<file path="src/sv/fly_camera_pose_update_macros.svh">
// Assertion macros for the fly camera pose update block.
// Used by the top level only; needs aclk and aresetn in scope.
`ifndef FLY_CAMERA_POSE_UPDATE_MACROS_SVH
`define FLY_CAMERA_POSE_UPDATE_MACROS_SVH

// The consequent must hold in the same cycle as the antecedent.
`define FCPU_ASSERT_NOW(lbl, ante, cons, msg) \
    lbl: assert property (@(posedge aclk) disable iff (!aresetn) (ante) |-> (cons)) \
        else $error(msg);

// The consequent must hold in the cycle after the antecedent.
`define FCPU_ASSERT_NEXT(lbl, ante, cons, msg) \
    lbl: assert property (@(posedge aclk) disable iff (!aresetn) (ante) |=> (cons)) \
        else $error(msg);

`endif

</file>
<file path="src/sv/fcpu_pkg.sv">
// Shared constants, tables and helper functions for the fly camera block.
// No dependencies.
`default_nettype none
package fcpu_pkg;

    localparam int MUL_AW = 18;
    localparam int MUL_BW = 41;
    localparam int MUL_PW = MUL_AW + MUL_BW;
    localparam int MUL_CW = $clog2(MUL_AW);

    localparam logic [1:0] CFG_SENSITIVITY = 2'd0;
    localparam logic [1:0] CFG_WALK_SPEED  = 2'd1;

    localparam logic [63:0] PITCH_FRAC_Q32  = 64'd1059526179;
    localparam logic signed [33:0] CORDIC_GAIN_Q30 = 34'sd652032874;
    localparam logic signed [15:0] ONE_Q14 = 16'sd16384;

    function automatic logic [31:0] atan_turn(input logic [4:0] idx);
        logic [31:0] r;
        unique case (idx)
            5'd0:  r = 32'h20000000;
            5'd1:  r = 32'h12E4051E;
            5'd2:  r = 32'h09FB385B;
            5'd3:  r = 32'h051111D4;
            5'd4:  r = 32'h028B0D43;
            5'd5:  r = 32'h0145D7E1;
            5'd6:  r = 32'h00A2F61E;
            5'd7:  r = 32'h00517C55;
            5'd8:  r = 32'h0028BE53;
            5'd9:  r = 32'h00145F2F;
            5'd10: r = 32'h000A2F98;
            5'd11: r = 32'h000517CC;
            5'd12: r = 32'h00028BE6;
            5'd13: r = 32'h000145F3;
            5'd14: r = 32'h0000A2FA;
            5'd15: r = 32'h0000517D;
            5'd16: r = 32'h000028BE;
            5'd17: r = 32'h0000145F;
            5'd18: r = 32'h00000A30;
            5'd19: r = 32'h00000518;
            5'd20: r = 32'h0000028C;
            5'd21: r = 32'h00000146;
            5'd22: r = 32'h000000A3;
            5'd23: r = 32'h00000051;
            default: r = 32'h00000000;
        endcase
        return r;
    endfunction

    function automatic logic signed [31:0] sat32(input logic signed [63:0] v);
        logic signed [31:0] r;
        if (v > 64'sh000000007FFFFFFF) begin
            r = 32'sh7FFFFFFF;
        end else if (v < -64'sh0000000080000000) begin
            r = 32'sh80000000;
        end else begin
            r = v[31:0];
        end
        return r;
    endfunction

endpackage
`default_nettype wire

</file>
<file path="src/sv/fly_camera_pose_update.sv">
// Top level of the fly camera pose update: sequencer, state and output register.
// Depends on fcpu_pkg, fcpu_mul_serial, fcpu_cordic and the assertion macro header.
`default_nettype none
`include "fly_camera_pose_update_macros.svh"
// Each accepted item is one frame tick. The block works on one item at a time; its
// processing time is set by the bit-serial multiplier, which is shared by all eight
// products and takes one multiplier bit per cycle, and by the iterative CORDIC, run
// once for heading and once for elevation. The result waits in an output register,
// and the next item may be accepted while it waits.
module fly_camera_pose_update
    import fcpu_pkg::*;
#(
    parameter int ANGLE_BITS    = 16,
    parameter int POS_FRAC_BITS = 16,
    parameter int TRIG_STEPS    = 16
)(
    input  wire                aclk,
    input  wire                aresetn,
    input  wire                cfg_wr_en,
    input  wire [1:0]          cfg_index,
    input  wire [23:0]         cfg_wdata,
    input  wire                s_valid,
    output logic               s_ready,
    input  wire logic signed [15:0] s_mouse_dx,
    input  wire logic signed [15:0] s_mouse_dy,
    input  wire [15:0]         s_time_step,
    input  wire                s_key_ahead,
    input  wire                s_key_back,
    input  wire                s_key_right,
    input  wire                s_key_left,
    input  wire                s_key_rise,
    input  wire                s_key_sink,
    input  wire                s_key_lock,
    output logic               m_valid,
    input  wire                m_ready,
    output logic signed [31:0] m_pos_x,
    output logic signed [31:0] m_pos_y,
    output logic signed [31:0] m_pos_z,
    output logic signed [31:0] m_aim_x,
    output logic signed [31:0] m_aim_y,
    output logic signed [31:0] m_aim_z,
    output logic               m_lock_toggle
);

    localparam int UP_SHIFT = 32 - ANGLE_BITS;
    localparam int MSHIFT   = 38 - POS_FRAC_BITS;
    localparam logic [63:0] LIMIT_U =
        ((PITCH_FRAC_Q32 << ANGLE_BITS) + 64'h80000000) >> 32;
    localparam logic signed [33:0] LIMIT = $signed(LIMIT_U[33:0]);

    typedef enum logic [3:0] {
        ST_IDLE, ST_YAW, ST_PITCH, ST_HEAD, ST_ELEV, ST_FX, ST_FZ,
        ST_SDT, ST_MX, ST_MY, ST_MZ, ST_FINISH
    } state_t;

    state_t state_reg;

    logic [15:0] sens_reg;
    logic [23:0] speed_reg;
    logic [ANGLE_BITS-1:0] heading_reg;
    logic signed [ANGLE_BITS-1:0] elev_reg;
    logic signed [31:0] place_x_reg, place_y_reg, place_z_reg;

    logic signed [15:0] dy_reg;
    logic [15:0] dt_reg;
    logic ahead_reg, back_reg, right_reg, left_reg, rise_reg, sink_reg, lock_reg;

    logic signed [15:0] ch_reg, sh_reg, ce_reg, se_reg, fx_reg, fz_reg;
    logic [39:0] sdt_reg;

    logic mul_start_reg, mul_start_next;
    logic signed [MUL_AW-1:0] mul_a_reg;
    logic signed [MUL_BW-1:0] mul_b_reg;
    logic cor_start_reg, cor_start_next;
    logic [31:0] cor_angle_reg;

    logic m_valid_reg, lock_out_reg;
    logic signed [31:0] pos_x_reg, pos_y_reg, pos_z_reg, aim_x_reg, aim_y_reg, aim_z_reg;

    logic mul_done, cor_done;
    logic signed [MUL_PW-1:0] mul_p;
    logic signed [15:0] cor_cos, cor_sin;

    logic signed [MUL_PW-1:0] rnd8, rnd14, rndm;
    logic [ANGLE_BITS-1:0] heading_next;
    logic signed [33:0] elev_diff;
    logic signed [ANGLE_BITS-1:0] elev_next;
    logic signed [15:0] fneg;
    logic signed [17:0] mx, my, mz;
    logic signed [63:0] move;
    logic signed [31:0] place_x_next, place_y_next, place_z_next;

    fcpu_mul_serial u_mul (
        .aclk    (aclk),
        .aresetn (aresetn),
        .start   (mul_start_reg),
        .a       (mul_a_reg),
        .b       (mul_b_reg),
        .done    (mul_done),
        .p       (mul_p)
    );

    fcpu_cordic #(.TRIG_STEPS(TRIG_STEPS)) u_cordic (
        .aclk    (aclk),
        .aresetn (aresetn),
        .start   (cor_start_reg),
        .angle   (cor_angle_reg),
        .done    (cor_done),
        .cos_q14 (cor_cos),
        .sin_q14 (cor_sin)
    );

    function automatic logic signed [17:0] key_term(input logic pos, input logic neg,
                                                    input logic signed [15:0] v);
        logic signed [17:0] r;
        if (pos && !neg) begin
            r = 18'(v);
        end else if (neg && !pos) begin
            r = -18'(v);
        end else begin
            r = '0;
        end
        return r;
    endfunction

    function automatic logic signed [31:0] aim_of(input logic signed [31:0] pos,
                                                  input logic signed [15:0] f);
        logic signed [63:0] off;
        off = ((64'(f) <<< POS_FRAC_BITS) + 64'sd8192) >>> 14;
        return sat32(64'(pos) + off);
    endfunction

    assign rnd8  = (mul_p + MUL_PW'(128)) >>> 8;
    assign rnd14 = (mul_p + MUL_PW'(8192)) >>> 14;
    assign rndm  = (mul_p + (MUL_PW'(1) <<< (MSHIFT - 1))) >>> MSHIFT;
    assign move  = 64'(rndm);
    assign fneg  = -rnd14[15:0];

    assign heading_next = heading_reg - rnd8[ANGLE_BITS-1:0];
    assign elev_diff    = 34'(elev_reg) - rnd8[33:0];

    always_comb begin
        if (elev_diff > LIMIT) begin
            elev_next = LIMIT[ANGLE_BITS-1:0];
        end else if (elev_diff < -LIMIT) begin
            elev_next = ANGLE_BITS'(-LIMIT);
        end else begin
            elev_next = elev_diff[ANGLE_BITS-1:0];
        end
    end

    assign mx = key_term(ahead_reg, back_reg, fx_reg) + key_term(right_reg, left_reg, ch_reg);
    assign my = key_term(ahead_reg, back_reg, se_reg) + key_term(rise_reg, sink_reg, ONE_Q14);
    assign mz = key_term(ahead_reg, back_reg, fz_reg) - key_term(right_reg, left_reg, sh_reg);

    assign place_x_next = sat32(64'(place_x_reg) + move);
    assign place_y_next = sat32(64'(place_y_reg) + move);
    assign place_z_next = sat32(64'(place_z_reg) + move);

    assign mul_start_next = ((state_reg == ST_IDLE) && s_valid)
                         || ((state_reg == ST_ELEV) && cor_done)
                         || (mul_done && ((state_reg == ST_YAW) || (state_reg == ST_FX)
                                       || (state_reg == ST_FZ) || (state_reg == ST_SDT)
                                       || (state_reg == ST_MX) || (state_reg == ST_MY)));
    assign cor_start_next = ((state_reg == ST_PITCH) && mul_done)
                         || ((state_reg == ST_HEAD) && cor_done);

    always_ff @(posedge aclk) begin
        if (!aresetn) begin
            state_reg     <= ST_IDLE;
            m_valid_reg   <= 1'b0;
            mul_start_reg <= 1'b0;
            cor_start_reg <= 1'b0;
            sens_reg      <= 16'd256;
            speed_reg     <= 24'd256;
            heading_reg   <= '0;
            elev_reg      <= '0;
            place_x_reg   <= '0;
            place_y_reg   <= '0;
            place_z_reg   <= '0;
        end else begin
            mul_start_reg <= mul_start_next;
            cor_start_reg <= cor_start_next;
            if (cfg_wr_en) begin
                unique case (cfg_index)
                    CFG_SENSITIVITY: sens_reg  <= cfg_wdata[15:0];
                    CFG_WALK_SPEED:  speed_reg <= cfg_wdata;
                    default: ;
                endcase
            end
            if ((state_reg == ST_FINISH) && (!m_valid_reg || m_ready)) begin
                m_valid_reg <= 1'b1;
            end else if (m_ready) begin
                m_valid_reg <= 1'b0;
            end
            unique case (state_reg)
                ST_IDLE: begin
                    if (s_valid) begin
                        dy_reg        <= s_mouse_dy;
                        dt_reg        <= s_time_step;
                        ahead_reg     <= s_key_ahead;
                        back_reg      <= s_key_back;
                        right_reg     <= s_key_right;
                        left_reg      <= s_key_left;
                        rise_reg      <= s_key_rise;
                        sink_reg      <= s_key_sink;
                        lock_reg      <= s_key_lock;
                        mul_a_reg     <= MUL_AW'(s_mouse_dx);
                        mul_b_reg     <= MUL_BW'(sens_reg);
                        state_reg     <= ST_YAW;
                    end
                end
                ST_YAW: begin
                    if (mul_done) begin
                        heading_reg   <= heading_next;
                        mul_a_reg     <= MUL_AW'(dy_reg);
                        mul_b_reg     <= MUL_BW'(sens_reg);
                        state_reg     <= ST_PITCH;
                    end
                end
                ST_PITCH: begin
                    if (mul_done) begin
                        elev_reg      <= elev_next;
                        cor_angle_reg <= 32'(heading_reg) << UP_SHIFT;
                        state_reg     <= ST_HEAD;
                    end
                end
                ST_HEAD: begin
                    if (cor_done) begin
                        ch_reg        <= cor_cos;
                        sh_reg        <= cor_sin;
                        cor_angle_reg <= 32'(elev_reg) << UP_SHIFT;
                        state_reg     <= ST_ELEV;
                    end
                end
                ST_ELEV: begin
                    if (cor_done) begin
                        ce_reg        <= cor_cos;
                        se_reg        <= cor_sin;
                        mul_a_reg     <= MUL_AW'(sh_reg);
                        mul_b_reg     <= MUL_BW'(cor_cos);
                        state_reg     <= ST_FX;
                    end
                end
                ST_FX: begin
                    if (mul_done) begin
                        fx_reg        <= fneg;
                        mul_a_reg     <= MUL_AW'(ch_reg);
                        mul_b_reg     <= MUL_BW'(ce_reg);
                        state_reg     <= ST_FZ;
                    end
                end
                ST_FZ: begin
                    if (mul_done) begin
                        fz_reg        <= fneg;
                        mul_a_reg     <= $signed(MUL_AW'(dt_reg));
                        mul_b_reg     <= $signed(MUL_BW'(speed_reg));
                        state_reg     <= ST_SDT;
                    end
                end
                ST_SDT: begin
                    if (mul_done) begin
                        sdt_reg       <= mul_p[39:0];
                        mul_a_reg     <= mx;
                        mul_b_reg     <= $signed(MUL_BW'(mul_p[39:0]));
                        state_reg     <= ST_MX;
                    end
                end
                ST_MX: begin
                    if (mul_done) begin
                        place_x_reg   <= place_x_next;
                        mul_a_reg     <= my;
                        mul_b_reg     <= $signed(MUL_BW'(sdt_reg));
                        state_reg     <= ST_MY;
                    end
                end
                ST_MY: begin
                    if (mul_done) begin
                        place_y_reg   <= place_y_next;
                        mul_a_reg     <= mz;
                        mul_b_reg     <= $signed(MUL_BW'(sdt_reg));
                        state_reg     <= ST_MZ;
                    end
                end
                ST_MZ: begin
                    if (mul_done) begin
                        place_z_reg <= place_z_next;
                        state_reg   <= ST_FINISH;
                    end
                end
                ST_FINISH: begin
                    if (!m_valid_reg || m_ready) begin
                        pos_x_reg    <= place_x_reg;
                        pos_y_reg    <= place_y_reg;
                        pos_z_reg    <= place_z_reg;
                        aim_x_reg    <= aim_of(place_x_reg, fx_reg);
                        aim_y_reg    <= aim_of(place_y_reg, se_reg);
                        aim_z_reg    <= aim_of(place_z_reg, fz_reg);
                        lock_out_reg <= lock_reg;
                        state_reg    <= ST_IDLE;
                    end
                end
                default: state_reg <= ST_IDLE;
            endcase
        end
    end

    assign s_ready       = (state_reg == ST_IDLE);
    assign m_valid       = m_valid_reg;
    assign m_pos_x       = pos_x_reg;
    assign m_pos_y       = pos_y_reg;
    assign m_pos_z       = pos_z_reg;
    assign m_aim_x       = aim_x_reg;
    assign m_aim_y       = aim_y_reg;
    assign m_aim_z       = aim_z_reg;
    assign m_lock_toggle = lock_out_reg;

    `FCPU_ASSERT_NEXT(a_busy_after_accept, s_valid && s_ready, !s_ready, "ready after accept")
    `FCPU_ASSERT_NOW(a_elev_in_range, 1'b1, (34'(elev_reg) <= LIMIT) && (34'(elev_reg) >= -LIMIT), "elevation out of range")
    `FCPU_ASSERT_NOW(a_result_from_finish, $rose(m_valid_reg), $past(state_reg == ST_FINISH), "result without finish")

endmodule
`default_nettype wire

</file>
<file path="src/sv/fcpu_mul_serial.sv">
// Bit-serial signed shift-add multiplier, one multiplier bit per cycle.
// Depends on fcpu_pkg for operand and product widths.
`default_nettype none
module fcpu_mul_serial
    import fcpu_pkg::*;
(
    input  wire                       aclk,
    input  wire                       aresetn,
    input  wire                       start,
    input  wire logic signed [MUL_AW-1:0] a,
    input  wire logic signed [MUL_BW-1:0] b,
    output logic                      done,
    output logic signed [MUL_PW-1:0]  p
);

    logic signed [MUL_PW-1:0] acc_reg;
    logic signed [MUL_PW-1:0] mc_reg;
    logic [MUL_AW-1:0]        bits_reg;
    logic [MUL_CW-1:0]        cnt_reg;
    logic                     busy_reg;
    logic                     done_reg;
    logic signed [MUL_PW-1:0] addend;

    assign addend = bits_reg[0] ? mc_reg : '0;

    always_ff @(posedge aclk) begin
        if (!aresetn) begin
            busy_reg <= 1'b0;
            done_reg <= 1'b0;
        end else if (start) begin
            acc_reg  <= '0;
            mc_reg   <= MUL_PW'(b);
            bits_reg <= a;
            cnt_reg  <= '0;
            busy_reg <= 1'b1;
            done_reg <= 1'b0;
        end else if (busy_reg) begin
            // The top bit of a two's complement multiplier has negative weight.
            if (cnt_reg == MUL_CW'(MUL_AW - 1)) begin
                acc_reg  <= acc_reg - addend;
                busy_reg <= 1'b0;
                done_reg <= 1'b1;
            end else begin
                acc_reg  <= acc_reg + addend;
                done_reg <= 1'b0;
            end
            mc_reg   <= mc_reg <<< 1;
            bits_reg <= bits_reg >> 1;
            cnt_reg  <= cnt_reg + 1'b1;
        end else begin
            done_reg <= 1'b0;
        end
    end

    assign done = done_reg;
    assign p    = acc_reg;

endmodule
`default_nettype wire

</file>
<file path="src/sv/fcpu_cordic.sv">
// Iterative rotation-mode CORDIC giving Q2.14 cosine and sine of a 32-bit binary angle.
// Depends on fcpu_pkg for the arctangent table and gain constant.
`default_nettype none
module fcpu_cordic
    import fcpu_pkg::*;
#(
    parameter int TRIG_STEPS = 16
)(
    input  wire                aclk,
    input  wire                aresetn,
    input  wire                start,
    input  wire [31:0]         angle,
    output logic               done,
    output logic signed [15:0] cos_q14,
    output logic signed [15:0] sin_q14
);

    logic signed [33:0] x_reg, y_reg;
    logic signed [32:0] z_reg;
    logic [1:0]         q_reg;
    logic [4:0]         i_reg;
    logic               busy_reg, fin_reg, done_reg;
    logic signed [15:0] cos_reg, sin_reg;
    logic signed [33:0] xs, ys, xr, yr;
    logic signed [32:0] at;
    logic signed [15:0] cr, sr;

    assign xs = x_reg >>> i_reg;
    assign ys = y_reg >>> i_reg;
    assign at = $signed({1'b0, atan_turn(i_reg)});
    assign xr = (x_reg + 34'sd32768) >>> 16;
    assign yr = (y_reg + 34'sd32768) >>> 16;

    always_comb begin
        if (xr > 34'sd16384) begin
            cr = ONE_Q14;
        end else if (xr < -34'sd16384) begin
            cr = -ONE_Q14;
        end else begin
            cr = xr[15:0];
        end
        if (yr > 34'sd16384) begin
            sr = ONE_Q14;
        end else if (yr < -34'sd16384) begin
            sr = -ONE_Q14;
        end else begin
            sr = yr[15:0];
        end
    end

    always_ff @(posedge aclk) begin
        if (!aresetn) begin
            busy_reg <= 1'b0;
            fin_reg  <= 1'b0;
            done_reg <= 1'b0;
        end else if (start) begin
            x_reg    <= CORDIC_GAIN_Q30;
            y_reg    <= '0;
            z_reg    <= $signed({3'b000, angle[29:0]});
            q_reg    <= angle[31:30];
            i_reg    <= '0;
            busy_reg <= 1'b1;
            fin_reg  <= 1'b0;
            done_reg <= 1'b0;
        end else if (busy_reg) begin
            if (!z_reg[32]) begin
                x_reg <= x_reg - ys;
                y_reg <= y_reg + xs;
                z_reg <= z_reg - at;
            end else begin
                x_reg <= x_reg + ys;
                y_reg <= y_reg - xs;
                z_reg <= z_reg + at;
            end
            i_reg    <= i_reg + 1'b1;
            done_reg <= 1'b0;
            if (i_reg == 5'(TRIG_STEPS - 1)) begin
                busy_reg <= 1'b0;
                fin_reg  <= 1'b1;
            end
        end else if (fin_reg) begin
            fin_reg  <= 1'b0;
            done_reg <= 1'b1;
            unique case (q_reg)
                2'd0: begin cos_reg <= cr;  sin_reg <= sr;  end
                2'd1: begin cos_reg <= -sr; sin_reg <= cr;  end
                2'd2: begin cos_reg <= -cr; sin_reg <= -sr; end
                2'd3: begin cos_reg <= sr;  sin_reg <= -cr; end
                default: begin cos_reg <= cr; sin_reg <= sr; end
            endcase
        end else begin
            done_reg <= 1'b0;
        end
    end

    assign done    = done_reg;
    assign cos_q14 = cos_reg;
    assign sin_q14 = sin_reg;

endmodule
`default_nettype wire

</file>
<file path="config.mk">
export PLATFORM = sky130hd
export DESIGN_NAME = fly_camera_pose_update
export DESIGN_NICKNAME = d
export VERILOG_FILES = /design/src/sv/fcpu_pkg.sv /design/src/sv/fly_camera_pose_update.sv /design/src/sv/fcpu_mul_serial.sv /design/src/sv/fcpu_cordic.sv
export VERILOG_INCLUDE_DIRS = /design/src /design/src/sv
export SDC_FILE = /design/constraint.sdc
export NUM_CORES = 2
export LEC_CHECK = 0
export BUFFER_PORTS_ARGS = -buffer_cell sky130_fd_sc_hd__buf_4
export CAP_MARGIN = 0
export CORE_ASPECT_RATIO = 0.8
export CORE_UTILIZATION = 28
export CTS_BUF_LIST = sky130_fd_sc_hd__clkbuf_8 sky130_fd_sc_hd__clkbuf_16
export DETAILED_ROUTE_END_ITERATION = 8
export SYNTH_ARGS = -nofsm -noshare
export SYNTH_HDL_FRONTEND = slang
export SYNTH_HIERARCHICAL = 1
export SYNTH_SLANG_ARGS = --single-unit
</file>
<file path="constraint.sdc">
create_clock -name aclk -period 27.6 [get_ports aclk]
set_input_delay 1.38 -clock aclk [delete_from_list [all_inputs] [get_ports aclk]]
set_output_delay 1.38 -clock aclk [all_outputs]
set_load 0.01 [all_outputs]
</file>
==> flow_summary_export.csv <==
group,metric,value,unit
route,routedWlPerCell,23.0,um
clock_tree,clock_path_buffers,3,
grt,gr-total-overflow,0,
place,place.port_buffers,280,
grt,grt_usage,19.3,%
finish,fillers,26314,
floorplan,dieWidth,570,um
route,dr_total_vias,63759,
worst_setup_path,cp_max_fo,31,
power,power.switching,0.00217,W
floorplan,chipHeight,456,um
clock_tree,cts_tree,"yes",
yosys,yosysUniqueCellTypes,136,
worst_setup_path,critPathKind,"reg2reg",
grt,grt_pass1_vias,58734,
yosys,synth_edf_count,724,
place,place_congestion,0.946,
yosys,netlist.top_cell.by_area,"edfxtp_1",
worst_setup_path,cp-end-kind,"flip-flop",
finish,syn2layout_area_growth,12.8,%
grt,grt_max_degree,127,
yosys,avgSynthCellArea,9.23,um2
yosys,yosys.area.top_type_share,30.1,%
power,power_per_cell_area,67.6,mW/mm2
route,drc_errors,0,
grt,grt_pass1_wl,384000,um
clock_tree,clkSinkCount,934,
worst_setup_path,slowest_delay,0.87,ns
finish,final_core_util,31.8,%
power,intPower,0.00334,W
timing,slew-limit-headroom,11.6,%
worst_setup_path,cp.required,28.23,ns
yosys,synth.yosys.seq_area_share,35.9,%
timing,rsz0062_at_grt,"false",
route,drtIter0Drc,7184,
worst_setup_path,cp_cell_sequence,"ha_1 -> nand4_1 -> nor2_1 -> and3_1 -> and3_1 -> nand2_1 -> nor2_1 -> nand2_1 -> xnor2_1 -> ha_1 -> a21o_1 -> a21o_1 -> a21oi_1 -> nor2b_1 -> o21ai_0 -> nand2b_1 -> a2111oi_0 -> nor3_1 -> a311oi_1 -> xnor2_1 -> or4b_2 -> o41a_1 -> o221a_2",
yosys,synth_area_leaders,"edfxtp_1 30%, ha_1 8.0%, dfxtp_1 5.8%",
clock_tree,cts_hold_buf,0,
floorplan,ios,281,
clock_tree,path_clk_slew,0.06,ns
power,clockPowerShare,27.5,%
job,max-cap-violations,0,
worst_setup_path,crit_arrival,8.80,ns
route,vias_per_cell,5.56,
route,drtAntennaViolNets,0,
finish,fin_nets,8487,
worst_setup_path,slowest_stage,"o41a_1",
floorplan,start_util,28.2,%
timing,hold_violations,0,
route,drtPass1Iterations,9,
floorplan,core-area,0.256,mm2
power,finalPower,0.00551,W
clock_tree,cts_root_buf,"clkbuf_16",
status,status,"completed",
timing,setup_viol,0,
timing,max_freq,122,MHz
power,leakagePower,31.3,nW
timing,fin_skew,0.0380,ns
yosys,synth_warnings,6,
finish,drive_gt1_share,11.8,%
yosys,synth_flop_cell,"edfxtp_1",
clock_tree,numCtsBuffers,107,
worst_setup_path,crit_family,"compound AO/OA/AOI/OAI gates",
power,switching_share,39.4,%
worst_setup_path,start_kind,"flip-flop",
yosys,async_flop_share,0,%
yosys,yosys_register_bits,934,
yosys,netlist_area,0.0723,mm2
timing,timing.final.crit_period,8.18,ns
clock_tree,clock_latency,0.76,ns
clock_tree,htreeDepth,3,
timing,final.period_utilization,29.6,%
timing,worstMarginPinSlew,1.33,ns
hold_path,hp-class,"reg2reg",
worst_setup_path,path_buf_inv,0,
route,wl,263000,um
place,hpwl,200000,um
grt,antenna_found_initial,21,
floorplan,dieArea,0.260,mm2
floorplan,row_count,166,
power,power_frac_seq,34.6,%
timing,tns,0,ns
power,pwr-share-comb,37.9,%
clock_tree,cts_resized,0,
yosys,syn_inst,7830,
power,peakVddDrop,0.0552,mV
clock_tree,post_cts_buffers,0,
timing,drv_slew,0,
## cell usage after synthesis, types with 18 or more instances
master / instances
a211o_1: 23
a211oi_1: 68
a21boi_0: 30
a21o_1: 219
a21oi_1: 680
a221o_1: 31
a221oi_1: 32
a22oi_1: 68
a31oi_1: 111
and2_1: 44
and3_1: 103
and4_1: 25
buf_1: 37
buf_2: 31
clkbuf_1: 307
dfxtp_1: 210
edfxtp_1: 724
ha_1: 461
inv_1: 229
mux2_2: 125
mux2i_1: 77
mux4_1: 19
mux4_2: 68
nand2_1: 722
nand2b_1: 100
nand3_1: 169
nand4_1: 82
nor2_1: 608
nor2b_1: 92
nor3_1: 185
nor4_1: 50
o2111ai_1: 18
o211ai_1: 71
o21a_1: 81
o21ai_0: 531
o21bai_1: 64
o221a_2: 34
o22ai_1: 54
o31ai_1: 38
or2_2: 40
or3_1: 51
xnor2_1: 387
xor2_1: 288
## placed cells by master (no fill, tap or decap), types with 47 or more instances in the layout
master,Yosys,layout
or3_1,51,51
mux2_2,125,125
edfxtp_1,724,724
dfxtp_1,210,208
buf_4,6,380
ha_1,461,461
nor2_1,608,600
xnor2_1,387,387
clkbuf_16,0,116
xor2_1,288,288
inv_1,229,242
mux4_2,68,68
mux2i_1,77,77
a31oi_1,111,109
a21o_1,219,219
nor3_1,185,182
o21a_1,81,80
o21ai_0,531,529
a211oi_1,68,68
o211ai_1,71,71
o22ai_1,54,54
a22oi_1,68,67
nand3_1,169,169
nand2_1,722,722
and3_1,103,102
o21bai_1,64,64
nand2b_1,100,100
a21oi_1,680,680
nand4_1,82,82
nor4_1,50,47
nor2b_1,92,90
## metal layers
| metal | global-route usage, % | vias up | routed length [um] |
|---|---|---|---|
| met3 | 3.06 | 394 | 20800 |
| met2 | 29.5 | 2786 | 115000 |
| li1 | - | 29572 | - |
| met5 | 0 | - | 64 |
| met4 | 6.77 | 10 | 9240 |
| met1 | 27.2 | 30997 | 118000 |
## cell type report
| class | instances | area [um2] | area share, % |
|---|---|---|---|
| repair buffers | 382 | 2890 | 3.55 |
| flip-flops and latches | 934 | 26000 | 31.8 |
| diodes | 5 | 12.5 | 0.0153 |
| well taps | 3444 | 4310 | 5.28 |
| multi-input cells | 6264 | 43800 | 53.7 |
| inverters | 236 | 888 | 1.09 |
| clock buffers | 122 | 2990 | 3.66 |
| clock inverters | 81 | 703 | 0.862 |
## logic make-up after synthesis
logic type	share of synthesized area [%]
muxes	5.89
DFF	35.9
xor gates and xnor gates	8.21
AOI/OAI and AO/OA	21.2
and+or+nand+nor	16.3
buffers and inverters	3.80
adders and majority gates	8.60
other	0.00519
## worst reg2reg max path, cell delays in order, from the launching register on
cell	delay (ns)
edfxtp_1	0.66
ha_1	0.44
nand4_1	0.27
nor2_1	0.31
and3_1	0.25
and3_1	0.26
nand2_1	0.18
nor2_1	0.30
nand2_1	0.11
xnor2_1	0.47
ha_1	0.41
a21o_1	0.23
a21o_1	0.19
a21oi_1	0.17
nor2b_1	0.06
o21ai_0	0.15
nand2b_1	0.10
a2111oi_0	0.84
nor3_1	0.23
a311oi_1	0.39
xnor2_1	0.11
or4b_2	0.61
o41a_1	0.87
o221a_2	0.46
## worst paths after layout
path | to | startpoint | depth (start not counted) | slack, ns
max | place_z_reg[19]$_SDFFE_PN0P_ | u_mul/p[21]$_SDFFCE_PP0P_ | 23 | 19.42
min | m_lock_toggle$_DFFE_PP_ | lock_reg$_DFFE_PP_ | 0 | 0.42
max reg2reg | place_z_reg[19]$_SDFFE_PN0P_ | u_mul/p[21]$_SDFFCE_PP0P_ | 23 | 19.42
min reg2reg | m_lock_toggle$_DFFE_PP_ | lock_reg$_DFFE_PP_ | 0 | 0.42
## stage by stage
step                hold slack [ns]  cells  instance area (um2)  setup WS, ns
detailed placement            0.406  11260                77800         19.63
finish                        0.420  11468                81500         19.42
floorplan                     0.400   7845                72300          6.30
CTS                           0.420  11463                81500         19.60
global placement              0.403  11260                77800         19.56
global route                  0.434  11466                81500         19.03
## power by group through the flow
stage / sequential [W] / clock, W / combinational (W)
2_1_floorplan: 0.00183 / 0 / 0.00148
3_3_place_gp: 0.00193 / 0 / 0.00201
3_5_place_dp: 0.00193 / 0 / 0.00203
4_1_cts: 0.00190 / 0.00155 / 0.00204
5_1_grt: 0.00192 / 0.00160 / 0.00226
6_report: 0.00191 / 0.00152 / 0.00209
No activity file was read; power rests on OpenSTA's default activity.
